[config.mk]
export PLATFORM = sky130hd
export DESIGN_NAME = square_spiral_index_to_coordinate
export DESIGN_NICKNAME = d
export VERILOG_FILES = /design/src/design/ssi_pkg.sv /design/src/design/square_spiral_index_to_coordinate.sv /design/src/design/ssi_front.sv /design/src/design/ssi_queue.sv /design/src/design/ssi_back.sv
export SDC_FILE = /design/constraint.sdc
export NUM_CORES = 2
export LEC_CHECK = 0
export BUFFER_PORTS_ARGS = -buffer_cell sky130_fd_sc_hd__buf_2
export CAP_MARGIN = 20
export CELL_PAD_IN_SITES_DETAIL_PLACEMENT = 0
export CELL_PAD_IN_SITES_GLOBAL_PLACEMENT = 1
export CORE_ASPECT_RATIO = 0.7
export CORE_MARGIN = 5
export CORE_UTILIZATION = 40
export DETAILED_ROUTE_END_ITERATION = 10
export PLACE_DENSITY = 0.75
export SYNTH_ARGS = -nofsm -noshare
export SYNTH_HDL_FRONTEND = slang
export SYNTH_SLANG_ARGS = --single-unit
[constraint.sdc]
create_clock -name clk_i -period 7.51 [get_ports clk_i]
set_input_delay 0.3755 -clock clk_i [delete_from_list [all_inputs] [get_ports clk_i]]
set_output_delay 0.3755 -clock clk_i [all_outputs]
set_load 0.02 [all_outputs]
[src/design/ssi_pkg.sv]
package ssi_pkg;

  // Coordinate width of each result field
  localparam int unsigned COORD_BITS = 13;

  // Default width of the spiral index
  localparam int unsigned DEF_INDEX_BITS = 24;

  typedef logic signed [COORD_BITS-1:0] coord_t;

endpackage

[src/design/square_spiral_index_to_coordinate.sv]
// A request passes through the root pipeline, the queue and the back-end registers.
// Throughput: one request per cycle while in_ready_o is high; one root digit per stage.
// Reset: asynchronous, active low; clears every valid bit, the credit count and the
// queue pointers. Payload registers are not reset.
module square_spiral_index_to_coordinate import ssi_pkg::*; #(
  parameter int unsigned INDEX_BITS = DEF_INDEX_BITS
) (
  input  logic                  clk_i,
  input  logic                  rst_ni,
  input  logic                  in_valid_i,
  output logic                  in_ready_o,
  input  logic [INDEX_BITS-1:0] spiral_index_i,
  output logic                  out_valid_o,
  input  logic                  out_ready_i,
  output coord_t                coord_x_o,
  output coord_t                coord_y_o
);

  // Root digits, padded index width and queue entry layout
  localparam int unsigned RootBits   = (INDEX_BITS + 1) / 2;
  localparam int unsigned NumBits    = 2 * RootBits;
  localparam int unsigned EntryBits  = NumBits + RootBits;
  // Deep enough to cover every request in the root pipeline plus a little slack,
  // so the front never stalls mid-pipeline
  localparam int unsigned QueueDepth = RootBits + 2;

  logic                 wr_valid;
  logic [NumBits-1:0]   wr_index;
  logic [RootBits-1:0]  wr_ring;
  logic                 q_valid;
  logic [EntryBits-1:0] q_data;
  logic                 back_ready;
  logic                 pop;

  // A request leaves the queue when the back end can take it
  assign pop = q_valid && back_ready;

  // Front: take requests against credit and find the ring with a pipelined root
  ssi_front #(
    .INDEX_BITS  (INDEX_BITS),
    .QUEUE_DEPTH (QueueDepth)
  ) u_front (
    .clk_i      (clk_i),
    .rst_ni     (rst_ni),
    .in_valid_i (in_valid_i),
    .in_ready_o (in_ready_o),
    .index_i    (spiral_index_i),
    .pop_i      (pop),
    .wr_valid_o (wr_valid),
    .wr_index_o (wr_index),
    .wr_ring_o  (wr_ring)
  );

  // Hold index and ring between the two halves so each stalls on its own
  ssi_queue #(
    .DATA_BITS (EntryBits),
    .DEPTH     (QueueDepth)
  ) u_queue (
    .clk_i       (clk_i),
    .rst_ni      (rst_ni),
    .push_i      (wr_valid),
    .push_data_i ({wr_index, wr_ring}),
    .rd_valid_o  (q_valid),
    .pop_i       (pop),
    .rd_data_o   (q_data)
  );

  // Back: square the ring, locate the edge, drive the output register
  ssi_back #(
    .INDEX_BITS (INDEX_BITS)
  ) u_back (
    .clk_i       (clk_i),
    .rst_ni      (rst_ni),
    .in_valid_i  (q_valid),
    .in_ready_o  (back_ready),
    .index_i     (q_data[EntryBits-1:RootBits]),
    .ring_i      (q_data[RootBits-1:0]),
    .out_valid_o (out_valid_o),
    .out_ready_i (out_ready_i),
    .coord_x_o   (coord_x_o),
    .coord_y_o   (coord_y_o)
  );

endmodule

[src/design/ssi_front.sv]
module ssi_front import ssi_pkg::*; #(
  parameter int unsigned INDEX_BITS  = DEF_INDEX_BITS,
  parameter int unsigned QUEUE_DEPTH = (DEF_INDEX_BITS + 1) / 2 + 2
) (
  input  logic                                  clk_i,
  input  logic                                  rst_ni,
  input  logic                                  in_valid_i,
  output logic                                  in_ready_o,
  input  logic [INDEX_BITS-1:0]                 index_i,
  input  logic                                  pop_i,
  output logic                                  wr_valid_o,
  output logic [2*((INDEX_BITS+1)/2)-1:0]       wr_index_o,
  output logic [(INDEX_BITS+1)/2-1:0]           wr_ring_o
);

  localparam int unsigned RootBits = (INDEX_BITS + 1) / 2;
  localparam int unsigned NumBits  = 2 * RootBits;
  localparam int unsigned RemBits  = RootBits + 2;
  localparam int unsigned CntBits  = $clog2(QUEUE_DEPTH + 1);

  logic                  accept;
  logic [CntBits-1:0]    credit_q, credit_d;

  logic [RootBits-1:0]   vld_q;
  logic [NumBits-1:0]    num_q  [RootBits];
  logic [NumBits-1:0]    rad_q  [RootBits];
  logic [RemBits-1:0]    rem_q  [RootBits];
  logic [RootBits-1:0]   root_q [RootBits];

  logic [NumBits-1:0]    num_c  [RootBits];
  logic [NumBits-1:0]    rad_c  [RootBits];
  logic [RemBits-1:0]    rem_c  [RootBits];
  logic [RootBits-1:0]   root_c [RootBits];

  logic [RootBits:0]     root_inc;

  // Count requests in the root pipeline and the queue; stop taking at the queue depth
  assign accept     = in_valid_i && in_ready_o;
  assign in_ready_o = credit_q < CntBits'(QUEUE_DEPTH);

  always_comb begin
    credit_d = credit_q + CntBits'(accept) - CntBits'(pop_i);
  end

  always_ff @(posedge clk_i or negedge rst_ni) begin
    if (!rst_ni) begin
      credit_q <= '0;
    end else begin
      credit_q <= credit_d;
    end
  end

  // One root digit per stage, restoring method
  for (genvar i = 0; i < RootBits; i++) begin : g_stage
    logic [NumBits-1:0]  num_in, rad_in;
    logic [RemBits-1:0]  rem_in, rem_t, trial;
    logic [RootBits-1:0] root_in;
    logic                ge;

    if (i == 0) begin : g_first
      assign num_in  = NumBits'(index_i);
      assign rad_in  = NumBits'(index_i);
      assign rem_in  = '0;
      assign root_in = '0;
    end else begin : g_next
      assign num_in  = num_q[i-1];
      assign rad_in  = rad_q[i-1];
      assign rem_in  = rem_q[i-1];
      assign root_in = root_q[i-1];
    end

    always_comb begin
      rem_t     = {rem_in[RemBits-3:0], rad_in[NumBits-1 -: 2]};
      trial     = {root_in, 2'b01};
      ge        = rem_t >= trial;
      rem_c[i]  = ge ? rem_t - trial : rem_t;
      root_c[i] = {root_in[RootBits-2:0], ge};
      rad_c[i]  = rad_in << 2;
      num_c[i]  = num_in;
    end

    always_ff @(posedge clk_i or negedge rst_ni) begin
      if (!rst_ni) begin
        vld_q[i] <= 1'b0;
      end else if (i == 0) begin
        vld_q[i] <= accept;
      end else begin
        vld_q[i] <= vld_q[(i == 0) ? 0 : i-1];
      end
    end

    always_ff @(posedge clk_i) begin
      num_q[i]  <= num_c[i];
      rad_q[i]  <= rad_c[i];
      rem_q[i]  <= rem_c[i];
      root_q[i] <= root_c[i];
    end
  end

  // Ring number is the rounded half of the root
  assign root_inc   = {1'b0, root_q[RootBits-1]} + (RootBits+1)'(1);
  assign wr_valid_o = vld_q[RootBits-1];
  assign wr_index_o = num_q[RootBits-1];
  assign wr_ring_o  = root_inc[RootBits:1];

endmodule

[src/design/ssi_queue.sv]
module ssi_queue import ssi_pkg::*; #(
  parameter int unsigned DATA_BITS = 3 * ((DEF_INDEX_BITS + 1) / 2),
  parameter int unsigned DEPTH     = (DEF_INDEX_BITS + 1) / 2 + 2
) (
  input  logic                 clk_i,
  input  logic                 rst_ni,
  input  logic                 push_i,
  input  logic [DATA_BITS-1:0] push_data_i,
  output logic                 rd_valid_o,
  input  logic                 pop_i,
  output logic [DATA_BITS-1:0] rd_data_o
);

  localparam int unsigned PtrBits = $clog2(DEPTH);
  localparam int unsigned CntBits = $clog2(DEPTH + 1);

  logic [DATA_BITS-1:0] mem_q [DEPTH];
  logic [PtrBits-1:0]   wptr_q, wptr_d, rptr_q, rptr_d;
  logic [CntBits-1:0]   cnt_q, cnt_d;
  logic                 pop;

  // Upstream credit keeps pushes within the depth
  assign pop        = pop_i && rd_valid_o;
  assign rd_valid_o = cnt_q != '0;
  assign rd_data_o  = mem_q[rptr_q];

  always_comb begin
    wptr_d = wptr_q;
    rptr_d = rptr_q;
    if (push_i) begin
      wptr_d = (wptr_q == PtrBits'(DEPTH - 1)) ? '0 : wptr_q + PtrBits'(1);
    end
    if (pop) begin
      rptr_d = (rptr_q == PtrBits'(DEPTH - 1)) ? '0 : rptr_q + PtrBits'(1);
    end
    cnt_d = cnt_q + CntBits'(push_i) - CntBits'(pop);
  end

  always_ff @(posedge clk_i or negedge rst_ni) begin
    if (!rst_ni) begin
      wptr_q <= '0;
      rptr_q <= '0;
      cnt_q  <= '0;
    end else begin
      wptr_q <= wptr_d;
      rptr_q <= rptr_d;
      cnt_q  <= cnt_d;
    end
  end

  always_ff @(posedge clk_i) begin
    if (push_i) begin
      mem_q[wptr_q] <= push_data_i;
    end
  end

endmodule

[src/design/ssi_back.sv]
module ssi_back import ssi_pkg::*; #(
  parameter int unsigned INDEX_BITS = DEF_INDEX_BITS
) (
  input  logic                              clk_i,
  input  logic                              rst_ni,
  input  logic                              in_valid_i,
  output logic                              in_ready_o,
  input  logic [2*((INDEX_BITS+1)/2)-1:0]   index_i,
  input  logic [(INDEX_BITS+1)/2-1:0]       ring_i,
  output logic                              out_valid_o,
  input  logic                              out_ready_i,
  output coord_t                            coord_x_o,
  output coord_t                            coord_y_o
);

  localparam int unsigned RootBits = (INDEX_BITS + 1) / 2;
  localparam int unsigned NumBits  = 2 * RootBits;
  localparam int unsigned DiffBits = NumBits + 3;

  logic                       adv1, adv2, adv3;
  logic                       v1_q, v2_q, v3_q;
  logic [NumBits-1:0]         n1_q;
  logic [RootBits-1:0]        k1_q, k2_q;
  logic [NumBits-1:0]         kk1_q;
  logic signed [DiffBits-1:0] d2_q, d2_d;
  logic signed [DiffBits-1:0] tk, d_plus, d_minus;
  logic [COORD_BITS-1:0]      kc, dc, x_d, y_d;
  coord_t                     x_q, y_q;

  assign adv3       = !v3_q || out_ready_i;
  assign adv2       = !v2_q || adv3;
  assign adv1       = !v1_q || adv2;
  assign in_ready_o = adv1;

  // Offset from the bottom-left corner index 4k^2
  always_comb begin
    d2_d = $signed(DiffBits'(n1_q)) - $signed(DiffBits'({kk1_q, 2'b00}));
  end

  // Pick the edge and place the point on it
  always_comb begin
    tk      = $signed(DiffBits'({k2_q, 1'b0}));
    d_plus  = d2_q + tk;
    d_minus = d2_q - tk;
    kc      = COORD_BITS'(k2_q);
    dc      = COORD_BITS'(d2_q);
    if (d_plus <= 0) begin
      x_d = '0 - kc - kc - kc - dc;
      y_d = kc;
    end else if (d2_q <= 0) begin
      x_d = '0 - kc;
      y_d = '0 - kc - dc;
    end else if (d_minus <= 0) begin
      x_d = dc - kc;
      y_d = '0 - kc;
    end else begin
      x_d = kc;
      y_d = dc - kc - kc - kc;
    end
  end

  always_ff @(posedge clk_i or negedge rst_ni) begin
    if (!rst_ni) begin
      v1_q <= 1'b0;
      v2_q <= 1'b0;
      v3_q <= 1'b0;
    end else begin
      if (adv1) begin
        v1_q <= in_valid_i;
      end
      if (adv2) begin
        v2_q <= v1_q;
      end
      if (adv3) begin
        v3_q <= v2_q;
      end
    end
  end

  always_ff @(posedge clk_i) begin
    if (adv1) begin
      n1_q  <= index_i;
      k1_q  <= ring_i;
      kk1_q <= NumBits'(ring_i * ring_i);
    end
    if (adv2) begin
      d2_q <= d2_d;
      k2_q <= k1_q;
    end
    if (adv3) begin
      x_q <= coord_t'(x_d);
      y_q <= coord_t'(y_d);
    end
  end

  assign out_valid_o = v3_q;
  assign coord_x_o   = x_q;
  assign coord_y_o   = y_q;

endmodule

==> results.sh <==
export IMPL_setup_viol=0
export IMPL_worst_r2r_cell_count=27
export IMPL_ys_seq_elements=1145
export IMPL_h_tree_depth=3
export IMPL_die_h_microns=303
export IMPL_initial_core_util_pct=40.3
export IMPL_worstPathArrival_ns=7.64
export IMPL_clock_sinks=1145
export IMPL_overflow=0
export IMPL_crit_fanout=10
export IMPL_end_kind="flip-flop"
export IMPL_critPathTopFamily="adder cells"
export IMPL_worstHoldEndpoint="u_back.out_valid_o"
export IMPL_min_delay_start="out_ready_i"
export IMPL_hold_class="in -> reg"
export IMPL_setup_ws_ns=0.301
export IMPL_skew_ns=0.0672
export IMPL_detail_route_first_pass_iterations=6
export IMPL_clk_pin_slew_ns=0.06
export IMPL_num_io_pins=56
export IMPL_dieArea_sq_um=130000
export IMPL_synth_area_leaders="edfxtp_1, dfxtp_1, ha_1, mux4_2, fa_1"
export IMPL_ant_nets=0
export IMPL_root_buffer="clkbuf_16"
export IMPL_path_buf_inv=7
export IMPL_grt_usage_pct=16.5
export IMPL_synth_edf_count=627
export IMPL_ys_async_sr_fraction_pct=2.71
export IMPL_ys_warn_count=0
export IMPL_synth_top_area_share_pct=38.4
export IMPL_r2r_start="u_queue.rptr_q[0]"
export IMPL_max_cap_violations=0
export IMPL_cts_made_buffers=108
export IMPL_insertion_delay_ns=0.74
export IMPL_instances_no_fill=5534
export IMPL_cp_depth=27
export IMPL_wl_per_cell_microns=19.3
export IMPL_area_delta_synth_final_pct=13.5
export IMPL_synth_avg_cell_area_sq_um=13.5
export IMPL_drtIter0Drc=2836
export IMPL_hpwlAfterDp_mm=72.0
export IMPL_synthFlopType="edfxtp_1"
export IMPL_synth_compound_area_share_pct=7.35
export IMPL_cts_path_max_buffers=3
export IMPL_hold_violations=0
export IMPL_postLayoutCoreUtil_pct=45.7
export IMPL_synthAdderAreaFrac_pct=10.5
export IMPL_synthCells=3642
export IMPL_finalWeightedCongestion=0.869
export IMPL_hold_depth=3
export IMPL_critPathMostFrequentCell="inv_1"
export IMPL_vias_per_cell=5.11
export IMPL_io_buffers=55
export IMPL_yosysUniqueCellTypes=90
export IMPL_rrSetupSlack_ns=0.30
export IMPL_route_detailed_drc=0
export IMPL_critical_path_required_ns=7.94
export IMPL_netlist_area_sq_um=49000
export IMPL_crit_path_start="u_queue.rptr_q[0]"
export IMPL_synth_mux_area_fraction_pct=7.99
export IMPL_synth_area_leader_cell="edfxtp_1"
export IMPL_status="completed"
export IMPL_core_area_sq_um=122000
export IMPL_placedCellCount=5296
export IMPL_grt_pass1_vias=27700
export IMPL_rows=107
export IMPL_cpPeakStageDelay_ns=0.57
export IMPL_antenna_found_initial=1
export IMPL_max_freq_mhz=139
export IMPL_crit_path_top_delay_cell="dfrtp_4"
export IMPL_synthesis_nets=4026
export IMPL_synth_common_cells="edfxtp_1, dfxtp_1, inv_1, ha_1, nor2_1"
export IMPL_cts_tree="done"
export IMPL_place_ws_ns=0.0125
export IMPL_cp_start_kind="flip-flop"
export IMPL_synth_simple_gate_area_share_pct=7.10
export IMPL_fin_crit_sh_pct=96.0
export IMPL_route_vias_total=28300
export IMPL_yosysMostFrequentCell="edfxtp_1"
export IMPL_synth_top_family_by_area="adder cells"
export IMPL_critical_path_class="reg -> reg"
export IMPL_yosysSeqAreaShare_pct=59.9
export IMPL_die_w_microns=428
export IMPL_wirelength_mm=107
export IMPL_slew_viol_final=0
export IMPL_grt_pass1_wl_mm=167
export IMPL_period_minus_slack_ns=7.21
export IMPL_r2r_end="u_back.kk1_q[20]"
export IMPL_worst_slew_pin_slew_ns=1.12
export IMPL_slew_limit_headroom_pct=24.7
export IMPL_synth_xor_area_share_pct=3.56
export IMPL_drive_above_1_share_pct=13.9
export IMPL_grt_max_degree=61
export IMPL_fin_nets=4190
## repair_timing
action | CTS | global route
hold buffers | 26 | 0
endpoints found under the hold margin | 59 | 0
setup buffers | 0 | 5
resized for setup | 0 | 8
setup endpoints to repair | 0 | 6
## worst max-delay path by stage
stage,endpoint
after floorplan,u_back.kk1_q[20]
after global placement,u_back.kk1_q[23]
after detailed placement,u_back.kk1_q[23]
after CTS,u_back.kk1_q[21]
after global routing,u_back.kk1_q[20]
final,u_back.kk1_q[20]
## cell type report
cell class	instances	area [sq um]
Clock inverter	57	692
Tap cell	1635	2050
Fill cell	10800	66100
Timing Repair Buffer	145	1050
Antenna cell	1	2.50
Clock buffer	145	3070
Sequential cell	1145	29400
Inverter	360	1350
Multi-Input combinational cell	2046	18100
## metal layers
metal | vias up | track usage (%) | wire length [microns]
met1 | 14000 | 25.9 | 54200
met3 | 127 | 3.90 | 7570
met2 | 776 | 23.1 | 43300
li1 | 13400 | - | -
met5 | - | 0 | 0
met4 | 0 | 3.66 | 1890
## cell families after synthesis
logic type | after synthesis
XOR/XNOR | 199
AO/OA/AOI/OAI | 550
buffers and inverters | 451
adder cells (fa/ha/maj) | 356
AND/OR/NAND/NOR | 719
multiplexers | 221
other | 1
flip-flops | 1145
## cell usage in the layout, fill, tap and decap left out, drive strengths merged, types with 32 or more instances in the layout
cell,instances
a21o,52
xor2,58
nand2b,39
ha,261
a21oi,177
fa,95
dfxtp,487
o21ai,101
nand3,37
nor2,219
buf,119
o21a,37
mux4,132
nand2,170
mux2,44
nor3,74
edfxtp,627
clkbuf,145
mux2i,45
xnor2,141
clkinv,32
nor2b,39
inv,370
## worst register-to-register path, stage by stage (launching register included)
cell and delay [ns]:
dfrtp_4 0.57, buf_12 0.16, mux4_2 0.48, mux2i_1 0.14
nor2_1 0.07, a21oi_2 0.25, inv_1 0.26, nand2_1 0.19
inv_1 0.07, fa_1 0.47, fa_1 0.53, inv_1 0.07
fa_1 0.53, inv_1 0.05, fa_1 0.48, inv_1 0.05
fa_1 0.47, inv_1 0.04, ha_1 0.35, or2_2 0.14
a21oi_1 0.08, a211oi_1 0.32, nor2_1 0.09, a2111oi_1 0.43
o21a_1 0.19, o21ai_0 0.10, nor2b_1 0.16, xnor2_1 0.13
## sequential cells by signal, indices dropped and copies added (netlist names)
| register | flops |
|---|---|
| u_front.root_q | 78 |
| u_front.credit_q | 4 |
| u_back.v1_q | 1 |
| u_front.num_q | 288 |
| u_queue.wptr_q | 4 |
| u_queue.rptr_q | 4 |
| u_front.wr_valid_o | 1 |
| u_queue.cnt_q | 4 |
| u_back.n1_q | 24 |
| u_front.rem_q | 121 |
| u_back.coord_y_o | 13 |
| u_front.vld_q | 11 |
| u_back.k1_q | 11 |
| u_back.out_valid_o | 1 |
| u_back.coord_x_o | 13 |
| u_back.k2_q | 12 |
| u_queue.mem_q | 504 |
| u_back.kk1_q | 23 |
| u_back.d2_q | 27 |
| u_back.v2_q | 1 |
## per-stage QoR
stage / TNS [ns] / instance area, sq um / hold WS [ns]
finish: 0 / 55600 / 0.251
global route: -0.00220 / 55600 / 0.240
CTS: 0 / 55500 / 0.209
detailed placement: 0 / 51500 / 0.312
global placement: 0 / 51500 / 0.310
floorplan: 0 / 49000 / 0.0799
Power is left out: the tool's default activity adds up to more than one toggle a clock period on the data nets, which glitch-free logic cannot reach.
